File: src/sv/ssms_pkg.sv
package ssms_pkg;

    localparam int SECTOR_WORDS    = 64;
    localparam int WORD_BYTES      = 8;
    localparam int SECTOR_BYTES    = SECTOR_WORDS * WORD_BYTES;
    localparam int IDX_W           = 10;
    localparam int PATTERN_SECTORS = 1 << IDX_W;
    localparam int WORD_W          = 64;
    localparam int WCNT_W          = $clog2(SECTOR_WORDS + 1);
    localparam int BYTES_W         = 10;
    localparam int SCORE_W         = 4;
    localparam int PROD_W          = BYTES_W + SCORE_W;

    localparam logic [SCORE_W-1:0] SCORE_FULL = SCORE_W'(10);
    localparam logic [SCORE_W-1:0] SCORE_ZERO = '0;

    typedef enum logic {
        OP_COMPARE = 1'b0,
        OP_CLEAR   = 1'b1
    } op_t;

    // one accepted item after the run tracker
    typedef struct packed {
        logic              clear;
        logic              finish;
        logic [IDX_W-1:0]  idx;
        logic [WCNT_W-1:0] words;
        logic              saw_nonzero;
    } run_item_t;

    typedef struct packed {
        logic               en;
        logic [IDX_W-1:0]   addr;
        logic [SCORE_W-1:0] data;
    } table_wr_t;

endpackage

File: src/sv/ssms_run_tracker.sv
module ssms_run_tracker (
    input  logic                                aclk,
    input  logic                                aresetn,
    input  logic                                accept,
    input  logic                                operation,
    input  logic [ssms_pkg::WORD_W-1:0]         disk_word,
    input  logic [ssms_pkg::WORD_W-1:0]         target_word,
    input  logic [ssms_pkg::IDX_W-1:0]          sector_index,
    input  logic                                last_word,
    output ssms_pkg::run_item_t                 item
);

    logic                              still_reg, still_next;
    logic [ssms_pkg::WCNT_W-1:0]       words_reg, words_next;
    logic                              saw_reg, saw_next;
    logic [ssms_pkg::WCNT_W-1:0]       words_upd;
    logic                              saw_upd;
    logic                              is_cmp;

    always_comb begin
        is_cmp    = (ssms_pkg::op_t'(operation) == ssms_pkg::OP_COMPARE);
        words_upd = words_reg;
        saw_upd   = saw_reg;
        still_next = still_reg;
        if (is_cmp && still_reg) begin
            if (disk_word == target_word) begin
                // saturate on an overlong sector
                if (words_reg < ssms_pkg::WCNT_W'(ssms_pkg::SECTOR_WORDS)) begin
                    words_upd = words_reg + ssms_pkg::WCNT_W'(1);
                end
                if (target_word != '0) begin
                    saw_upd = 1'b1;
                end
            end else begin
                still_next = 1'b0;
            end
        end
        words_next = words_upd;
        saw_next   = saw_upd;
        if (is_cmp && last_word) begin
            still_next = 1'b1;
            words_next = '0;
            saw_next   = 1'b0;
        end

        item.clear       = !is_cmp;
        item.finish      = is_cmp && last_word;
        item.idx         = sector_index;
        item.words       = words_upd;
        item.saw_nonzero = saw_upd;
    end

    always_ff @(posedge aclk) begin
        if (!aresetn) begin
            still_reg <= 1'b1;
            words_reg <= '0;
            saw_reg   <= 1'b0;
        end else if (accept) begin
            still_reg <= still_next;
            words_reg <= words_next;
            saw_reg   <= saw_next;
        end
    end

endmodule

File: config.mk
export PLATFORM = sky130hd
export DESIGN_NAME = ssms_run_tracker
export DESIGN_NICKNAME = d
export VERILOG_FILES = /design/src/sv/ssms_pkg.sv /design/src/sv/ssms_run_tracker.sv
export SDC_FILE = /design/constraint.sdc
export NUM_CORES = 1
export LEC_CHECK = 0
export BUFFER_PORTS_ARGS = -buffer_cell sky130_fd_sc_hd__buf_2
export CORE_MARGIN = 2
export CORE_UTILIZATION = 35
export CTS_CLUSTER_DIAMETER = 150
export DETAILED_ROUTE_END_ITERATION = 7
export PLACE_DENSITY_LB_ADDON = 0.3
export SETUP_SLACK_MARGIN = 0.2
export SLEW_MARGIN = 5
export SYNTH_ARGS = -nofsm -noshare
export SYNTH_HDL_FRONTEND = slang
export SYNTH_SLANG_ARGS = --single-unit
File: constraint.sdc
create_clock -name aclk -period 2.4 [get_ports aclk]
set_input_delay 0.24 -clock aclk [delete_from_list [all_inputs] [get_ports aclk]]
set_output_delay 0.24 -clock aclk [all_outputs]
set_load 0.02 [all_outputs]
# Yosys cells after proc, flatten, opt, wreduce, memory -nomap -nowiden
# Cells that the tools add are included.
[word_totals]
out_inout_bits = 20
register_bits = 9
[op_classes]
n_bitwise = 1
n_reduce_logical = 5
addsub = 1
n_mux = 11
magnitude_cmp = 1
n_eq_ne = 2
[op_table]
columns = ["operator", "count"]
rows = [
  ["== test 64 bit", 1],
  ["nonzero test 64 bit", 1],
  ["two-way mux 7 bit", 4],
  ["adder 7 x 1 -> 7 bit (second input constant)", 1],
  ["< comparator 7 bit (second input constant)", 1],
  ["two-way mux 1 bit", 7],
  ["AND reduction 3 bit", 1],
  ["logical AND 1 bit", 2],
  ["!= test 2 bit (second input constant)", 1],
  ["nonzero test 2 bit", 1],
  ["NOT 1 bit", 1],
]

# Depth between registers and ports, before layout
# Gate-level depths: netlist of the first run.
[logic_depth]
depth_word = 5
depth_mapped = 8
mapped_depth_nobuf = 7

# Worst setup path after synthesis of the first run
# OpenSTA, ideal clock, no wires.
[synth_timing]
path_kind = "input port to output port"
start = "input disk_word[45] in the netlist's numbering"
end = "output item[6] in the netlist's numbering"
arrival_time_ns = 2.079
setup_slack_ns = 0.081
t_required_ns = 2.160
path_stages = 8
path_cell_list = "xnor2_1 > nand4_1 > nor4_1 > nand4_1 > or3_4 > buf_2 > nor3_1 > xor2_1"
[synth_rtl]
columns = ["item", "line_no", "rtl"]
rows = [
  ["start: declaration", "ssms_run_tracker.sv:6", "input logic [ssms_pkg::WORD_W-1:0] disk_word,"],
  ["end: declaration", "ssms_run_tracker.sv:10", "output ssms_pkg::run_item_t item"],
]

==> flow_summary.ini, run 1 <==
[logic_synthesis]
synth_seq_cells = 9
syn_nets = 331
syn_area_per_cell_um2 = 7.89
yosys_warnings = 0
yosys.cell_types.count = 31
netlist_area_um2 = 1480
synth_seq_area_share = 0.122
synthCells = 187

[worst_setup_path]
r2r-end = words_reg[5]$_SDFFE_PN0P_
ff2ff_path_depth = 6
end_kind = output port
worstSetupStartpointType = input pin
worstReg2RegStart = still_reg$_SDFFE_PN1P_
cp_max_fo = 5
crit_type = input pin to output port
rrSetupSlack_ns = 0.65
arrival_ns = 2.06
cp.required_ns = 2.16

[global_route]
grt_use_total = 0.261
antenna_found_initial = 0
grt_pass1_vias = 2023
grt-ovfl-total = 0
grt_max_degree = 10
grt_pass1_wl_um = 9000

[timing]
period_share = 0.958
tightest_slew_ns = 0.681
rsz0062_at_grt = yes
clock_skew_ns = 0.00409
period_needed_ns = 2.30
fin_ws_ns = 0.101
setup_viol = 0
drv_slew = 0
slew_headroom = 0.542
hold_violations = 0
fmaxAchievable_mhz = 435

[detailed_routing]
antenna_left = 0
finalWirelength_um = 6350
via_per_inst = 5.15
drc_errors = 0
first_pass_iters = 4
vias = 2031
routedWlPerCell_um = 16.1
drtIter0Drc = 87

[hold_path]
hold_start = operation
whs_path_depth = 4
min_path_type = input pin to flip-flop
min_to = still_reg$_SDFFE_PN1P_

[finish]
antenna_cells = 0
largest_reg_flops = 7
drive_above_1_share = 0.590
fill_cells = 348
area_growth_pct = 84.6
nets = 489

[floorplanning]
initial_core_util = 0.366
rows = 23
die_area_um2 = 4750
io-pin-count = 163
core_um2 = 4030
die_h_um = 68.9
die_w_um = 68.9

[clock_network]
clk_latency_ns = 0.25
cts.sinks = 9
cts_buffers = 3
cts_tree = yes
htree_levels = 1
cts.clk_slew.worst_paths_ns = 0.05
cts_buffer_depth = 2
cts-root-buf = clkbuf_8
cts_hold_buf = 0

[placement]
dpl.hpwl_um = 5020
dpl_worst_slack_ns = -0.0685
io_buffers = 142
place_congestion = 0.881

[pwr]
vdd_drop_max_mv = 0.119
pwr_density_cell_nw_per_um2 = 254
total_power_uw = 692
p_leak_nw = 1.25

[job]
maxCapViolations = 0

[run_status]
status = completed
where the power goes:
part / internal (mW) / switching [mW]
combinational: 0.202 / 0.147
sequential: 0.151 / 0.000560
clock: 0.117 / 0.0749
worst max-delay path, cell delays in order:
cell and delay [ns]:
buf_6 0.10, xnor2_2 0.15, nand4_1 0.12, nor4_2 0.34, nand4_1 0.17, buf_4 0.17
or3_4 0.36, nor2_4 0.13, xor2_2 0.15, buf_6 0.13
per-layer routing:
metal  up-vias  share of wire  routed length, um  track usage
li1        992              -                  -            -
met1       935           0.39               2450        0.290
met2        89           0.53               3350        0.496
met3        15          0.070                444       0.0503
met4         0          0.018                114       0.0809
met5         -              0                  0            0
repair_timing:
action,CTS,global route
pin swaps,2,10
setup endpoints to repair,6,9
gates resized for setup,30,31
gates cloned,1,0
endpoints found under the hold margin,0,0
setup buffers,3,1
cell usage after synthesis:
master	count	area [um^2]
mux2i_1	1	10.0
or4_1	4	30.0
xor2_1	5	43.8
a31oi_1	2	12.5
nor2b_1	4	25.0
buf_2	1	5.00
nor2_1	4	15.0
nand2b_1	2	12.5
nor4_1	21	131
a21boi_0	1	7.51
inv_1	2	7.51
nand4_1	21	131
a21o_1	2	15.0
ha_1	1	12.5
buf_4	13	97.6
o31ai_1	1	7.51
o211ai_1	2	15.0
clkbuf_1	1	3.75
or3_4	1	11.3
nand3_1	5	25.0
mux2_1	1	11.3
xnor2_1	65	569
and2_1	2	12.5
dfxtp_1	9	180
and3_1	2	12.5
o21ai_1	1	5.00
a21boi_1	1	7.51
nor3_1	2	10.0
nand2_1	8	30.0
o211a_1	1	10.0
nand3b_1	1	7.51
kinds of logic after synthesis:
logic type,Yosys count,share of synthesized area
buffers and inverters,17,0.0772
and+or+nand+nor,77,0.308
AOI/OAI and AO/OA,11,0.0543
DFF,9,0.122
muxes,2,0.0144
adders and majority gates,1,0.00848
xor gates and xnor gates,70,0.416
through the flow:
step / hold WS (ns) / TNS, ns / area (um^2) / instances / utilization
2_1_floorplan: 0.423 / 0 / 1510 / 187 / -
3_3_place_gp: 0.432 / -0.306 / 2330 / 385 / 0.580
3_5_place_dp: 0.437 / -0.181 / 2330 / 385 / 0.580
4_1_cts: 0.335 / 0 / 2570 / 393 / 0.639
5_1_grt: 0.366 / -0.00865 / 2720 / 394 / 0.676
6_report: 0.338 / 0 / 2720 / 394 / 0.676
cell type report:
type / instances / area [um^2] / area share
repair buffers: 167 / 1010 / 0.369
flip-flops and latches: 9 / 180 / 0.0662
well taps: 50 / 62.6 / 0.0230
clock buffers: 4 / 45.0 / 0.0165
multi-input cells: 162 / 1420 / 0.522
inverters: 2 / 7.51 / 0.00276
worst max path at each step:
stage / from / end / slack [ns] / cells after the start
3_5_place_dp: disk_word[22] / item[6] / -0.07 / 9
4_1_cts: disk_word[22] / item[6] / 0.11 / 9
3_3_place_gp: disk_word[22] / item[6] / -0.08 / 9
6_report: target_word[6] / item[3] / 0.10 / 10
5_1_grt: target_word[29] / item[3] / -0.009 / 10
2_1_floorplan: disk_word[22] / item[6] / 0.17 / 8
cells in the final DEF, fill, tap and decap left out, types with 2 or more instances in the layout:
master and instances:
buf_2 126, xnor2_1 50, buf_4 23, nand4_1 21
buf_6 18, nor4_1 17, xnor2_2 15, dfxtp_1 9
nand2_1 8, nand3_1 5, nor2b_1 4, xor2_2 4
nor2_4 4, nor4_2 3, or4_1 3, clkbuf_8 3
nand2b_1 2, or3_4 2, inv_1 2, a21o_1 2
and3_1 2, o211ai_1 2, a31oi_1 2, and2_1 2
Note: power is estimated with default switching activity, not from simulation.
==> run 2, diff against run 1 <==
Settings changed: ABC_CLOCK_PERIOD_IN_PS set to 2400, SETUP_SLACK_MARGIN 0.2 to 0.15.
==> run 2 against run 1 <==
  * Sequential share of layout area increased by 0.086 points
  * Highest routed layer unchanged
  * Via count decreased by 0.64%
  * Combinational power increased by 4%
  * Non-clock buffer count decreased by 9
  * Critical endpoint unchanged
  * Fmax decreased by 3.8%
  * Critical path type unchanged
==> flow_summary.ini, run 2 (synthesis gave the netlist of run 1 again) <==
[run_status]
status = completed

[pwr]
swShare = 0.314
clkPwrFrac = 0.265
p_leak_nw = 1.25
power.switching_uw = 219
seq_power_share = 0.217
vdd_drop_max_mv = 0.117
pwr_density_cell_nw_per_um2 = 260
power_frac_comb = 0.519
p_int_uw = 480

[timing]
rsz0062_at_grt = yes
period_needed_ns = 2.39
drv_slew = 0
slew_headroom = 0.538
clock_skew_ns = 0.00366
setup_tns_ns = 0
hold_violations = 0
setup_viol = 0
fmaxAchievable_mhz = 419
tightest_slew_ns = 0.687
fin_ws_ns = 0.0111
period_share = 0.995

[global_route]
use_met1 = 0.288
grtUsageMet2 = 0.475
grt_max_degree = 10
grt_pass1_vias = 1961
grt-ovfl-total = 0
top_usage_layer = met2
grt_pass1_wl_um = 8850
antenna_found_initial = 0
use_met3 = 0.0584
grt_use_total = 0.263

[worst_setup_path]
r2r-end = words_reg[5]$_SDFFE_PN0P_
end_kind = output port
cp_max_fo = 3
rrSetupSlack_ns = 0.69
arrival_ns = 2.15
worstSetupStartpointType = input pin
worstReg2RegStart = still_reg$_SDFFE_PN1P_
ff2ff_path_depth = 5
crit_type = input pin to output port
cp.required_ns = 2.16

[detailed_routing]
drtIter0Drc = 106
finalWirelength_um = 6250
routedWlPerCell_um = 16.2
first_pass_iters = 4
vias = 2018
via_per_inst = 5.24
antenna_left = 0
drc_errors = 0

[clock_network]
clk_latency_ns = 0.24
cts_tree = yes
cts_hold_buf = 0
htree_levels = 1
cts_buffers = 3
cts.clk_slew.worst_paths_ns = 0.05
cts.sinks = 9
cts-root-buf = clkbuf_8
cts_buffer_depth = 2

[finish]
nets = 480
largest_reg_flops = 7
antenna_cells = 0
drive_above_1_share = 0.573
utilization = 0.667
area_growth_pct = 82.2
fin_area_um2 = 2690
layout_commonest_cell = buf_2
final_cell_mix = buf_2 (122), xnor2_1 (46), nand4_1 (21), buf_4 (19), nor4_1 (17)

[placement]
dpl_cell_area_um2 = 2250
place_congestion = 0.900
dpl.hpwl_um = 4960
dpl_worst_slack_ns = -0.0970
io_buffers = 142

[hold_path]
whs_path_depth = 3
min_to = words_reg[1]$_SDFFE_PN0P_
hold_start = accept
min_path_type = input pin to flip-flop

[floorplanning]
rows = 23
die_h_um = 68.9
io-pin-count = 163
core_um2 = 4030
die_area_um2 = 4750
die_w_um = 68.9
initial_core_util = 0.366

[job]
maxCapViolations = 0
[run 2: layout make-up]
cell class                 count  area [um^2]
sequential                     9          180
tap                           50         62.6
inverter                       2         7.51
fill                         342         1340
multi-input combinational    162         1440
clock buffer                   4         45.0
timing repair buffer         158          956
[run 2: worst max path at each step]
stage | cells after the start | from | to | slack, ns
floorplan | 8 | disk_word[22] | item[4] | 0.16
global placement | 9 | disk_word[10] | item[6] | -0.11
detailed placement | 9 | disk_word[10] | item[6] | -0.1
CTS | 9 | target_word[29] | item[6] | 0.1
global route | 9 | disk_word[18] | item[6] | -0.11
finish | 10 | target_word[46] | item[3] | 0.01
[run 2: per-stage QoR]
step	hold slack [ns]	instances	power (mW)
finish	0.348	385	0.699
floorplan	0.423	187	0.302
global route	0.354	385	0.736
global placement	0.433	376	0.448
detailed placement	0.436	376	0.450
CTS	0.336	383	0.688
[run 2: critical path, cell delays in order]
cell	delay [ns]
buf_6	0.10
xnor2_2	0.15
nand4_1	0.16
nor4_2	0.34
nand4_1	0.20
buf_4	0.18
or3_4	0.36
nor2_4	0.12
xor2_2	0.16
buf_6	0.13
[run 2: routing by layer]
metal | up-vias | routed length, um | part of all wire
met5 | - | 0 | 0
met4 | 0 | 232 | 0.037
li1 | 969 | - | -
met1 | 914 | 2350 | 0.38
met2 | 109 | 3120 | 0.50
met3 | 26 | 547 | 0.087
[run 2: power groups by stage]
stage,clock (mW),combinational [mW],sequential [mW]
floorplan,0,0.148,0.154
global placement,0,0.294,0.154
detailed placement,0,0.296,0.154
CTS,0.190,0.346,0.151
global route,0.195,0.390,0.151
finish,0.185,0.363,0.152
[run 2: repair_timing]
item | in CTS | in global routing
resized for setup | 43 | 20
setup endpoints to repair | 7 | 10
pin swaps | 25 | 15
endpoints found under the hold margin | 0 | 0
buffers inserted | 2 | 2
cloned | 1 | 0
